`src/hw/rtl/fpc_pkg.sv`:
```
`timescale 1ns / 1ps
`default_nettype none

package fpc_pkg;

  localparam int CW     = 32;
  localparam int FRAC   = 16;
  localparam int HALF   = 32;
  localparam int CFG_DW = 64;
  localparam int CFG_IW = 3;
  localparam int NPLANE = 6;

  localparam longint CMAX = (longint'(1) << (CW - 1)) - 1;
  localparam longint CMIN = -CMAX - 1;

  typedef logic signed [CW-1:0]   coord_t;
  typedef logic signed [HALF-1:0] half_t;
  typedef logic [NPLANE-1:0]      mask_t;

  localparam coord_t MAX_C = CW'(CMAX);
  localparam coord_t MIN_C = CW'(CMIN);

  localparam int PL_NEAR   = 0;
  localparam int PL_FAR    = 1;
  localparam int PL_RIGHT  = 2;
  localparam int PL_LEFT   = 3;
  localparam int PL_TOP    = 4;
  localparam int PL_BOTTOM = 5;

  typedef enum logic [CFG_IW-1:0] {
    REG_ORIGIN_XY   = 3'd0,
    REG_ORIGIN_Z    = 3'd1,
    REG_ROTATION_XY = 3'd2,
    REG_ROTATION_ZW = 3'd3,
    REG_SLOPES_RL   = 3'd4,
    REG_SLOPES_TB   = 3'd5,
    REG_NEAR        = 3'd6,
    REG_FAR         = 3'd7
  } cfg_idx_t;

  typedef struct packed {
    coord_t x;
    coord_t y;
    coord_t z;
  } vec3_t;

  typedef struct packed {
    coord_t ox;
    coord_t oy;
    coord_t oz;
    coord_t qx;
    coord_t qy;
    coord_t qz;
    coord_t qw;
    coord_t sr;
    coord_t sl;
    coord_t st;
    coord_t sb;
    coord_t near_d;
    coord_t far_d;
  } cfg_t;

  function automatic coord_t clamp_h(half_t v);
    if (longint'(v) > CMAX) return MAX_C;
    if (longint'(v) < CMIN) return MIN_C;
    return CW'(v);
  endfunction

  function automatic coord_t sadd(coord_t a, coord_t b);
    logic signed [CW:0] s;
    s = {a[CW-1], a} + {b[CW-1], b};
    if (s[CW] != s[CW-1]) return s[CW] ? MIN_C : MAX_C;
    return s[CW-1:0];
  endfunction

  function automatic coord_t ssub(coord_t a, coord_t b);
    logic signed [CW:0] s;
    s = {a[CW-1], a} - {b[CW-1], b};
    if (s[CW] != s[CW-1]) return s[CW] ? MIN_C : MAX_C;
    return s[CW-1:0];
  endfunction

  function automatic coord_t smul(coord_t a, coord_t b);
    logic signed [2*CW-1:0] p;
    logic signed [2*CW-1:0] q;
    p = a * b;
    q = p >>> FRAC;
    if ((&q[2*CW-1:CW-1]) || !(|q[2*CW-1:CW-1])) return q[CW-1:0];
    return q[2*CW-1] ? MIN_C : MAX_C;
  endfunction

endpackage

`default_nettype wire

```
`src/hw/rtl/fpc_cfg_regs.sv`:
```
`timescale 1ns / 1ps
`default_nettype none

module fpc_cfg_regs
  import fpc_pkg::*;
(
  input  wire logic              clk,
  input  wire logic              rst_n,
  input  wire logic              cfg_we,
  input  wire logic [CFG_IW-1:0] cfg_idx,
  input  wire logic [CFG_DW-1:0] cfg_wdata,
  output cfg_t                   cfg
);

  logic [CFG_DW-1:0] origin_xy_r;
  logic [HALF-1:0]   origin_z_r;
  logic [CFG_DW-1:0] rot_xy_r;
  logic [CFG_DW-1:0] rot_zw_r;
  logic [CFG_DW-1:0] slope_rl_r;
  logic [CFG_DW-1:0] slope_tb_r;
  logic [HALF-1:0]   near_r;
  logic [HALF-1:0]   far_r;

  always_ff @(posedge clk) begin
    if (!rst_n) begin
      origin_xy_r <= '0;
      origin_z_r  <= '0;
      rot_xy_r    <= '0;
      rot_zw_r    <= CFG_DW'(longint'(1) << FRAC);
      slope_rl_r  <= '0;
      slope_tb_r  <= '0;
      near_r      <= '0;
      far_r       <= '0;
    end else if (cfg_we) begin
      case (cfg_idx_t'(cfg_idx))
        REG_ORIGIN_XY:   origin_xy_r <= cfg_wdata;
        REG_ORIGIN_Z:    origin_z_r  <= cfg_wdata[HALF-1:0];
        REG_ROTATION_XY: rot_xy_r    <= cfg_wdata;
        REG_ROTATION_ZW: rot_zw_r    <= cfg_wdata;
        REG_SLOPES_RL:   slope_rl_r  <= cfg_wdata;
        REG_SLOPES_TB:   slope_tb_r  <= cfg_wdata;
        REG_NEAR:        near_r      <= cfg_wdata[HALF-1:0];
        REG_FAR:         far_r       <= cfg_wdata[HALF-1:0];
        default: begin
        end
      endcase
    end
  end

  always_comb begin
    cfg.ox     = clamp_h(origin_xy_r[2*HALF-1:HALF]);
    cfg.oy     = clamp_h(origin_xy_r[HALF-1:0]);
    cfg.oz     = clamp_h(origin_z_r);
    cfg.qx     = clamp_h(rot_xy_r[2*HALF-1:HALF]);
    cfg.qy     = clamp_h(rot_xy_r[HALF-1:0]);
    cfg.qz     = clamp_h(rot_zw_r[2*HALF-1:HALF]);
    cfg.qw     = clamp_h(rot_zw_r[HALF-1:0]);
    cfg.sr     = clamp_h(slope_rl_r[2*HALF-1:HALF]);
    cfg.sl     = clamp_h(slope_rl_r[HALF-1:0]);
    cfg.st     = clamp_h(slope_tb_r[2*HALF-1:HALF]);
    cfg.sb     = clamp_h(slope_tb_r[HALF-1:0]);
    cfg.near_d = clamp_h(near_r);
    cfg.far_d  = clamp_h(far_r);
  end

endmodule

`default_nettype wire

```
`config.mk`:
```
export PLATFORM = sky130hd
export DESIGN_NAME = fpc_cfg_regs
export DESIGN_NICKNAME = d
export VERILOG_FILES = /design/src/hw/rtl/fpc_pkg.sv /design/src/hw/rtl/fpc_cfg_regs.sv
export SDC_FILE = /design/constraint.sdc
export NUM_CORES = 1
export LEC_CHECK = 0
export ABC_CLOCK_PERIOD_IN_PS = 1700
export BUFFER_PORTS_ARGS = -buffer_cell sky130_fd_sc_hd__buf_2
export CORE_UTILIZATION = 40
export CTS_CLUSTER_DIAMETER = 150
export DETAILED_ROUTE_END_ITERATION = 8
export PLACE_DENSITY_LB_ADDON = 0.15
export SYNTH_ARGS = -nofsm -noshare
export SYNTH_HDL_FRONTEND = slang
export SYNTH_SLANG_ARGS = --single-unit
```
`constraint.sdc`:
```
create_clock -name clk -period 1.7 [get_ports clk]
set_clock_uncertainty 0.15 [all_clocks]
set_input_delay 0.17 -clock clk [delete_from_list [all_inputs] [get_ports clk]]
set_output_delay 0.17 -clock clk [all_outputs]
set_load 0.03 [all_outputs]
```
### Word level (Yosys, flattened, before mapping)

Cells that the tools add are included.

| operators by class | value |
|---|---|
| reduce and logical (&&, ||, !) cells | 9 |
| equality and inequality tests | 7 |
| multiplexer cells | 91 |
| order comparisons | 26 |

Operator list:

| operator | number |
|---|---|
| two-way mux 32 bit | 52 |
| greater-than comparator 32 bit, second input constant | 13 |
| < comparator 32 bit, second input constant | 13 |
| two-way mux 1 bit | 39 |
| AND reduction 2 bit | 8 |
| == test 3 bit, second input constant | 4 |
| == test 3 x 2 -> 1 bit, second input constant | 2 |
| == test 3 x 1 -> 1 bit, second input constant | 1 |
| logical NOT 3 bit | 1 |

| storage, ports and cells | value |
|---|---|
| word-level logic and storage cells | 141 |
| output and inout bits | 416 |
| input bits | 70 |
| bits in registers | 416 |

### Longest topological paths before layout

Gate-level depths: netlist of run 1.

| logic depth | value |
|---|---|
| depth after elaboration | 5 |
| mapped depth | 6 |
| mapped depth without buffers | 2 |

### Worst setup path before layout of run 1

No wires, ideal clock.

| timing | value |
|---|---|
| path kind | input to register |
| from | in cfg_idx[1] |
| to | reg origin_xy_r[20] |
| stages on the path | 5 |
| data required time | 1.424 ns |
| library setup time | 0.126 ns |
| setup slack | 0.193 ns |
| path buffers | 3 |
| arrival time | 1.232 ns |
| cells stage by stage | buf_2 or4b_1 buf_6 buf_6 mux2i_1 |

| on the way | value |
|---|---|
| cells in the longest elaborated chain, start to end | 2 |

Ends and longest elaborated chain:

| element | line | source |
|---|---|---|
| start: declaration | fpc_cfg_regs.sv:10 | `input wire logic [CFG_IW-1:0] cfg_idx,` |
| logical NOT 3 bit | fpc_cfg_regs.sv:35 | `case (cfg_idx_t'(cfg_idx))` |
| AND reduction 2 bit (no source line) | n/a |  |
| end signal: assignment | fpc_cfg_regs.sv:36 | `REG_ORIGIN_XY: origin_xy_r <= cfg_wdata;` |
| end: declaration | fpc_cfg_regs.sv:15 | `logic [CFG_DW-1:0] origin_xy_r;` |

No other way between the ends.
A chain may end at the register's enable or synchronous reset.

==> metrics.yaml, run 1 <==
cts:
  postCtsResizedCells: 0
  cts_setup_buffers: 0
  cts_buffer_depth: 3
  insertion_delay_ns: 0.55
  h-tree-depth: 2
  cts_tree: "built"
  cts_sinks: 416
  path_clk_slew_ns: 0.06
  clock-root-buffer: "clkbuf_16"
  numCtsBuffers: 45
worst_setup_path:
  crit_path_end_kind: "output pin"
  cpLargestDelayFamily: "flip-flops"
  cp_slowest_stage_delay_ns: 0.42
  critPathLaunchType: "flip-flop"
  critPathKind: "reg -> out"
  arrival_ns: 1.21
  cp_max_fo: 2
  path_buf_inv: 1
  rr_startpoint: "rot_xy_r[12]"
  cpMaxStageDelayCell: "dfxtp_1"
  r2r_slack_ns: 0.84
  r2r-end: "rot_xy_r[12]"
  reg2reg_depth: 2
  worstPathCellList: "buf_2"
  crit_required_ns: 1.38
drt:
  drtIter0Drc: 459
  wl_um: 47800
  vias_per_cell: 4.70
  dr.pass1.iters: 5
  vias: 11794
  route.detailed.drc: 0
  ant_nets: 0
  wl_per_cell_um: 19.0
sta:
  rsz0062_at_grt: "false"
  slew_headroom_pct: 68.3
  timing.final.ws_setup_ns: 0.167
  tns_ns: 0
  max_freq_ghz: 0.652
  final.period_utilization_pct: 90.2
  layout_min_cycle_time_ns: 1.53
  drv_slew: 0
  hold_violations: 0
  worst_slew_pin_slew_ns: 0.474
  setup-violations-final: 0
worst_hold_path:
  hold-path-endpoint: "slope_rl_r[26]"
  holdPathStages: 3
  worstHoldPathType: "in -> reg"
  holdCritStartpoint: "cfg_wdata[26]"
synth:
  syn_inst: 1839
  syn_nets: 1909
  seq_area_frac_synth_pct: 50.7
  syn_area_um2: 16400
  ys_ff_latch: 416
  synth_cell_type_count: 13
  syn_avg_cell_area_um2: 8.93
  yosys_warnings: 0
global_routing:
  grt_max_degree: 59
  grt_util_met1_pct: 27.2
  met2_usage_pct: 35.5
  grt_pass1_wl_um: 70400
  gr-usage-met3_pct: 7.21
  busiest_layer: "met2"
  grt_pass1_vias: 11554
  grt_overflow: 0
  antenna_found_initial: 5
  grt_usage_pct: 22.1
placement:
  place_ws_ns: 0.0610
  dpl.cell_count: 2381
  portBuffers: 485
  dp_hpwl_um: 33000
  gp_congestion: 0.789
flow_run:
  drv_cap: 0
die:
  die_x_um: 205
  dieArea_um2: 41900
  coreArea_um2: 40100
  ios: 486
  initial_utilization_pct: 41.0
  fp.dieH_um: 205
  num_rows: 73
pwr:
  peakVddDrop_v: 0.000745
  leakagePower_nw: 11.1
  power.density_nw_per_um2: 1070
cells_and_area:
  fin_nets: 2024
  n_fill_cell: 3784
  layout-drive-gt1-share_pct: 30.3
  fin_cells: 2512
  area_growth_syn_to_layout_pct: 22.1
  fin_util_pct: 50.0
  final_common_cell: "buf_2"
  final_cell_mix: "484 x buf_2, 479 x nand2_1, 416 x mux2i_1, 416 x dfxtp_1, 51 x dlygate4sd3_1"
status:
  outcome: "finished clean"
worst max path at each step:
| stage | start | to | slack (ns) | cells after the start |
|---|---|---|---|---|
| final | rot_xy_r[12] | cfg[268] | 0.17 | 1 |
| after CTS | rot_xy_r[12] | cfg[268] | 0.12 | 1 |
| after global routing | rst_n | slope_tb_r[25] | 0.13 | 5 |
| after detailed placement | cfg_idx[1] | origin_xy_r[61] | 0.06 | 4 |
| after global placement | cfg_idx[1] | origin_xy_r[3] | 0.05 | 4 |
| after floorplan | cfg_idx[1] | origin_xy_r[20] | 0.19 | 5 |
final cells by class:
class | count | area, um^2 | share of cell area, %
Antenna cell | 2 | 5.00 | 0.0250
Clock buffer | 72 | 1340 | 6.67
Clock inverter | 6 | 87.6 | 0.437
Multi-Input combinational cell | 905 | 6110 | 30.5
Sequential cell | 416 | 8330 | 41.5
Tap cell | 525 | 657 | 3.27
Timing Repair Buffer | 586 | 3540 | 17.6
worst register-to-register path, delay by kind of cell, from the launching register on:
kind | cells | cell delay (ns)
flops | 1 | 0.42
mux | 1 | 0.15
simple gates | 1 | 0.07
repair_timing:
item                                   CTS  global route
hold buffers                            51             0
endpoints found under the hold margin  306             0
setup endpoints to repair                0             0
cells in the mapped netlist:
| cell type | number | share of area (%) |
|---|---|---|
| nand4bb_1 | 3 | 0.21 |
| buf_6 | 7 | 0.48 |
| mux2i_1 | 416 | 25 |
| nand2_1 | 479 | 11 |
| buf_1 | 5 | 0.11 |
| and4b_1 | 1 | 0.061 |
| nand4_1 | 1 | 0.038 |
| nor2b_1 | 2 | 0.076 |
| dfxtp_1 | 416 | 51 |
| or4b_1 | 1 | 0.061 |
| clkbuf_1 | 465 | 11 |
| buf_2 | 41 | 1.2 |
| nand4b_1 | 2 | 0.11 |
state kept, by name, indices dropped and copies added (netlist names):
| signal | flops |
|---|---|
| rot_xy_r | 64 |
| slope_rl_r | 64 |
| origin_z_r | 32 |
| slope_tb_r | 64 |
| near_r | 32 |
| origin_xy_r | 64 |
| rot_zw_r | 64 |
| far_r | 32 |
through the flow:
| stage | instance area (um^2) | total power [mW] | hold slack (ns) |
|---|---|---|---|
| finish | 20100 | 21.4 | 0.00143 |
| global route | 20100 | 22.2 | 0.0383 |
| CTS | 20100 | 21.7 | 0.00170 |
| detailed placement | 18100 | 12.0 | 0.294 |
| global placement | 18100 | 12.0 | 0.289 |
| floorplan | 16400 | 11.5 | 0.180 |
logic make-up (layout without fill, tap and decap cells):
kind of cell | count (synthesis) | count (layout) | synth area share, %
buf+inv | 518 | 664 | 12.5
flops | 416 | 416 | 50.7
simple gates | 489 | 489 | 11.5
mux | 416 | 416 | 25.3
other cells | 0 | 2 | 0
layer usage:
layer	routed length, um	vias up
met5	41	-
met4	1460	6
met3	3850	91
met2	21800	382
met1	20600	5563
li1	-	5752
power by group:
part	switching [mW]	total [mW]	internal, mW
Sequential	0.107	10.1	9.97
Clock	3.88	9.54	5.66
Combinational	1.23	1.83	0.603
Power figures use the tool's default switching activity.
==> inputs of run 2 (changes only) <==
--- a/config.mk
+++ b/config.mk
@@ -7,6 +7,7 @@
 export LEC_CHECK = 0
 export ABC_CLOCK_PERIOD_IN_PS = 1700
 export BUFFER_PORTS_ARGS = -buffer_cell sky130_fd_sc_hd__buf_2
+export CORE_MARGIN = 2
 export CORE_UTILIZATION = 40
 export CTS_CLUSTER_DIAMETER = 150
 export DETAILED_ROUTE_END_ITERATION = 8
==> run 2 against run 1 <==
Compared with the run above:
- combinational power barely moved
- worst setup slack worse by 0.072 ns
- core utilization down 0.57 points
- clock-buffer cell count shrank 4
- first-iteration DRC count is 10% higher
- flip-flop and latch count did not move
- clock power grew 0.5%
- worst hold slack better by 0.031 ns
- final cell count is 0.12% lower
- sequential power about the same
- via count increased by 0.52%
- critical endpoint is now origin_xy_r[0]
- highest routed layer is now met4
==> metrics.yaml, run 2 (same netlist as run 1, synthesis figures left out) <==
status:
  outcome: "finished clean"
cells_and_area:
  final_common_cell: "buf_2"
  fin_util_pct: 49.5  # -0.57 points
  final_cell_mix: "484 x buf_2, 479 x nand2_1, 416 x mux2i_1, 416 x dfxtp_1, 56 x dlygate4sd3_1"
  layout-drive-gt1-share_pct: 30.0  # -0.28 points
  fin_nets: 2017  # -0.35%
  diodes: 0  # -2
  area_growth_syn_to_layout_pct: 22.4
  register_area_um2: 8330  # unchanged
  n_fill_cell: 3867  # +2.2%
  fin_cells: 2509  # -0.12%
  multi_input_area_um2: 6110  # unchanged
sta:
  rsz0062_at_grt: "false"
  timing.final.ws_setup_ns: 0.0942  # -0.0724 ns
  worst_slew_pin_slew_ns: 0.502  # +0.0280 ns
  layout_min_cycle_time_ns: 1.61  # +0.0724 ns
  setup-violations-final: 0  # unchanged
  max_freq_ghz: 0.623  # -4.5%
  hold_violations: 0  # unchanged
  final.period_utilization_pct: 94.5  # +4.3 points
  tns_ns: 0  # unchanged
  drv_slew: 0  # unchanged
  slew_headroom_pct: 66.5  # -1.8 points
worst_setup_path:
  crit_required_ns: 1.97  # +0.59 ns
  critPathKind: "in -> reg"
  critPathLaunchType: "input pin"
  reg2reg_depth: 2  # unchanged
  startpoint: "cfg_idx[2]"
  r2r-end: "origin_xy_r[39]"
  cp_max_fo: 30  # +28
  arrival_ns: 1.87  # +0.66 ns
  rr_startpoint: "origin_xy_r[39]"
  crit_path_end_kind: "flip-flop"
  r2r_slack_ns: 0.88  # +0.04 ns
  crit_end: "origin_xy_r[0]"
placement:
  place_ws_ns: 0.0914  # +0.0304 ns
  dpl.cell_count: 2376  # -0.21%
  portBuffers: 485  # unchanged
  dp_hpwl_um: 33000  # +0.22%
  gp_congestion: 0.799  # +1.2%
cts:
  postCtsResizedCells: 0  # unchanged
  hold_buffers: 56  # +9.8%
  cts_buffer_depth: 3  # unchanged
  numCtsBuffers: 45  # unchanged
  clock-root-buffer: "clkbuf_16"
  cts_setup_buffers: 0  # unchanged
  h-tree-depth: 2  # unchanged
  cts_sinks: 416  # unchanged
  insertion_delay_ns: 0.54  # about the same
  path_clk_slew_ns: 0.06  # about the same
  cts_tree: "built"
pwr:
  leakagePower_nw: 11.1  # about the same
  power.density_nw_per_um2: 1070  # about the same
  p_sw_share_pct: 24.4  # +0.12 points
  peakVddDrop_v: 0.000660  # -11%
  clock_power_share_pct: 44.6  # about the same
  p_comb_share_pct: 8.5  # about the same
  seqPwrFrac_pct: 46.9  # about the same
  p_int_mw: 16.2  # about the same
  p_sw_mw: 5.25  # +0.75%
die:
  initial_utilization_pct: 40.4  # -0.55 points
  fp.dieH_um: 207  # +0.98%
  num_rows: 74  # +1.4%
  ios: 486  # unchanged
  dieArea_um2: 42700  # +2.0%
  coreArea_um2: 40600  # +1.4%
  die_x_um: 207  # +0.98%
global_routing:
  grt_usage_pct: 21.6  # -0.53 points
  grt_overflow: 0  # unchanged
  grt_pass1_wl_um: 70200  # -0.31%
  grt_pass1_vias: 11728  # +1.5%
  antenna_found_initial: 0  # -5
  grt_max_degree: 71  # +20%
drt:
  vias_per_cell: 4.72  # +0.64%
  drtIter0Drc: 505  # +10%
  wl_per_cell_um: 19.2  # +0.74%
  route.detailed.drc: 0  # unchanged
  wl_um: 48100  # +0.62%
  dr.pass1.iters: 4  # -1
  vias: 11855  # +0.52%
  ant_nets: 0  # unchanged
flow_run:
  drv_cap: 0  # unchanged
worst_hold_path:
  worstHoldPathType: "in -> reg"
==> run 2: changes by cell type in the layout (fill, tap and decap cells not counted), sizes merged <==
cell         delta
diode           -2
clkinv          +3
buf            -12
dlygate4sd3     +5
clkbuf          -4
==> run 2: worst max-delay path, stage by stage <==
cell and delay, ns:
dlygate4sd3_1 0.54, buf_2 0.18, or4b_4 0.57, buf_12 0.21
mux2i_1 0.16
==> run 2: power groups by stage <==
| stage | registers, mW | logic, mW | clock network, mW |
|---|---|---|---|
| after floorplan | 10.3 | 1.21 | 0 |
| after global placement | 10.3 | 1.73 | 0 |
| after detailed placement | 10.3 | 1.74 | 0 |
| after CTS | 10.1 | 1.85 | 9.80 |
| after global routing | 10.1 | 1.95 | 10.2 |
| final | 10.1 | 1.83 | 9.59 |
==> run 2: through the flow <==
stage	hold WS (ns)	area, um^2	power (mW)
global placement	0.289	18100	12.0
finish	0.0329	20100	21.5
global route	0.0345	20100	22.2
CTS	0.00229	20100	21.7
detailed placement	0.296	18100	12.0
floorplan	0.180	16400	11.5
==> run 2: worst min path at each step <==
| stage | startpoint | end | slack [ns] | cells past startpoint |
|---|---|---|---|---|
| 2_1_floorplan | cfg_wdata[16] | rot_zw_r[16] | 0.18 | 2 |
| 6_report | cfg_wdata[9] | far_r[9] | 0.03 | 3 |
| 3_5_place_dp | slope_tb_r[6] | slope_tb_r[6] | 0.30 | 2 |
| 3_3_place_gp | slope_tb_r[16] | slope_tb_r[16] | 0.29 | 2 |
| 4_1_cts | cfg_idx[1] | origin_z_r[6] | 0.002 | 4 |
| 5_1_grt | cfg_we | rot_xy_r[8] | 0.03 | 3 |
==> run 2: area by class of cell <==
| cell class | count | share of cell area [%] |
|---|---|---|
| Clock buffer | 68 | 6.63 |
| Tap cell | 532 | 3.31 |
| Clock inverter | 9 | 0.473 |
| Sequential cell | 416 | 41.4 |
| Timing Repair Buffer | 579 | 17.8 |
| Multi-Input combinational cell | 905 | 30.4 |
==> run 2: metal layers <==
layer,track usage (%),vias to the layer above,routed length (um)
met5,0,-,0
met4,8.19,0,1490
met3,7.41,77,4110
li1,-,5744,-
met1,26.2,5663,20500
met2,35.2,371,22000
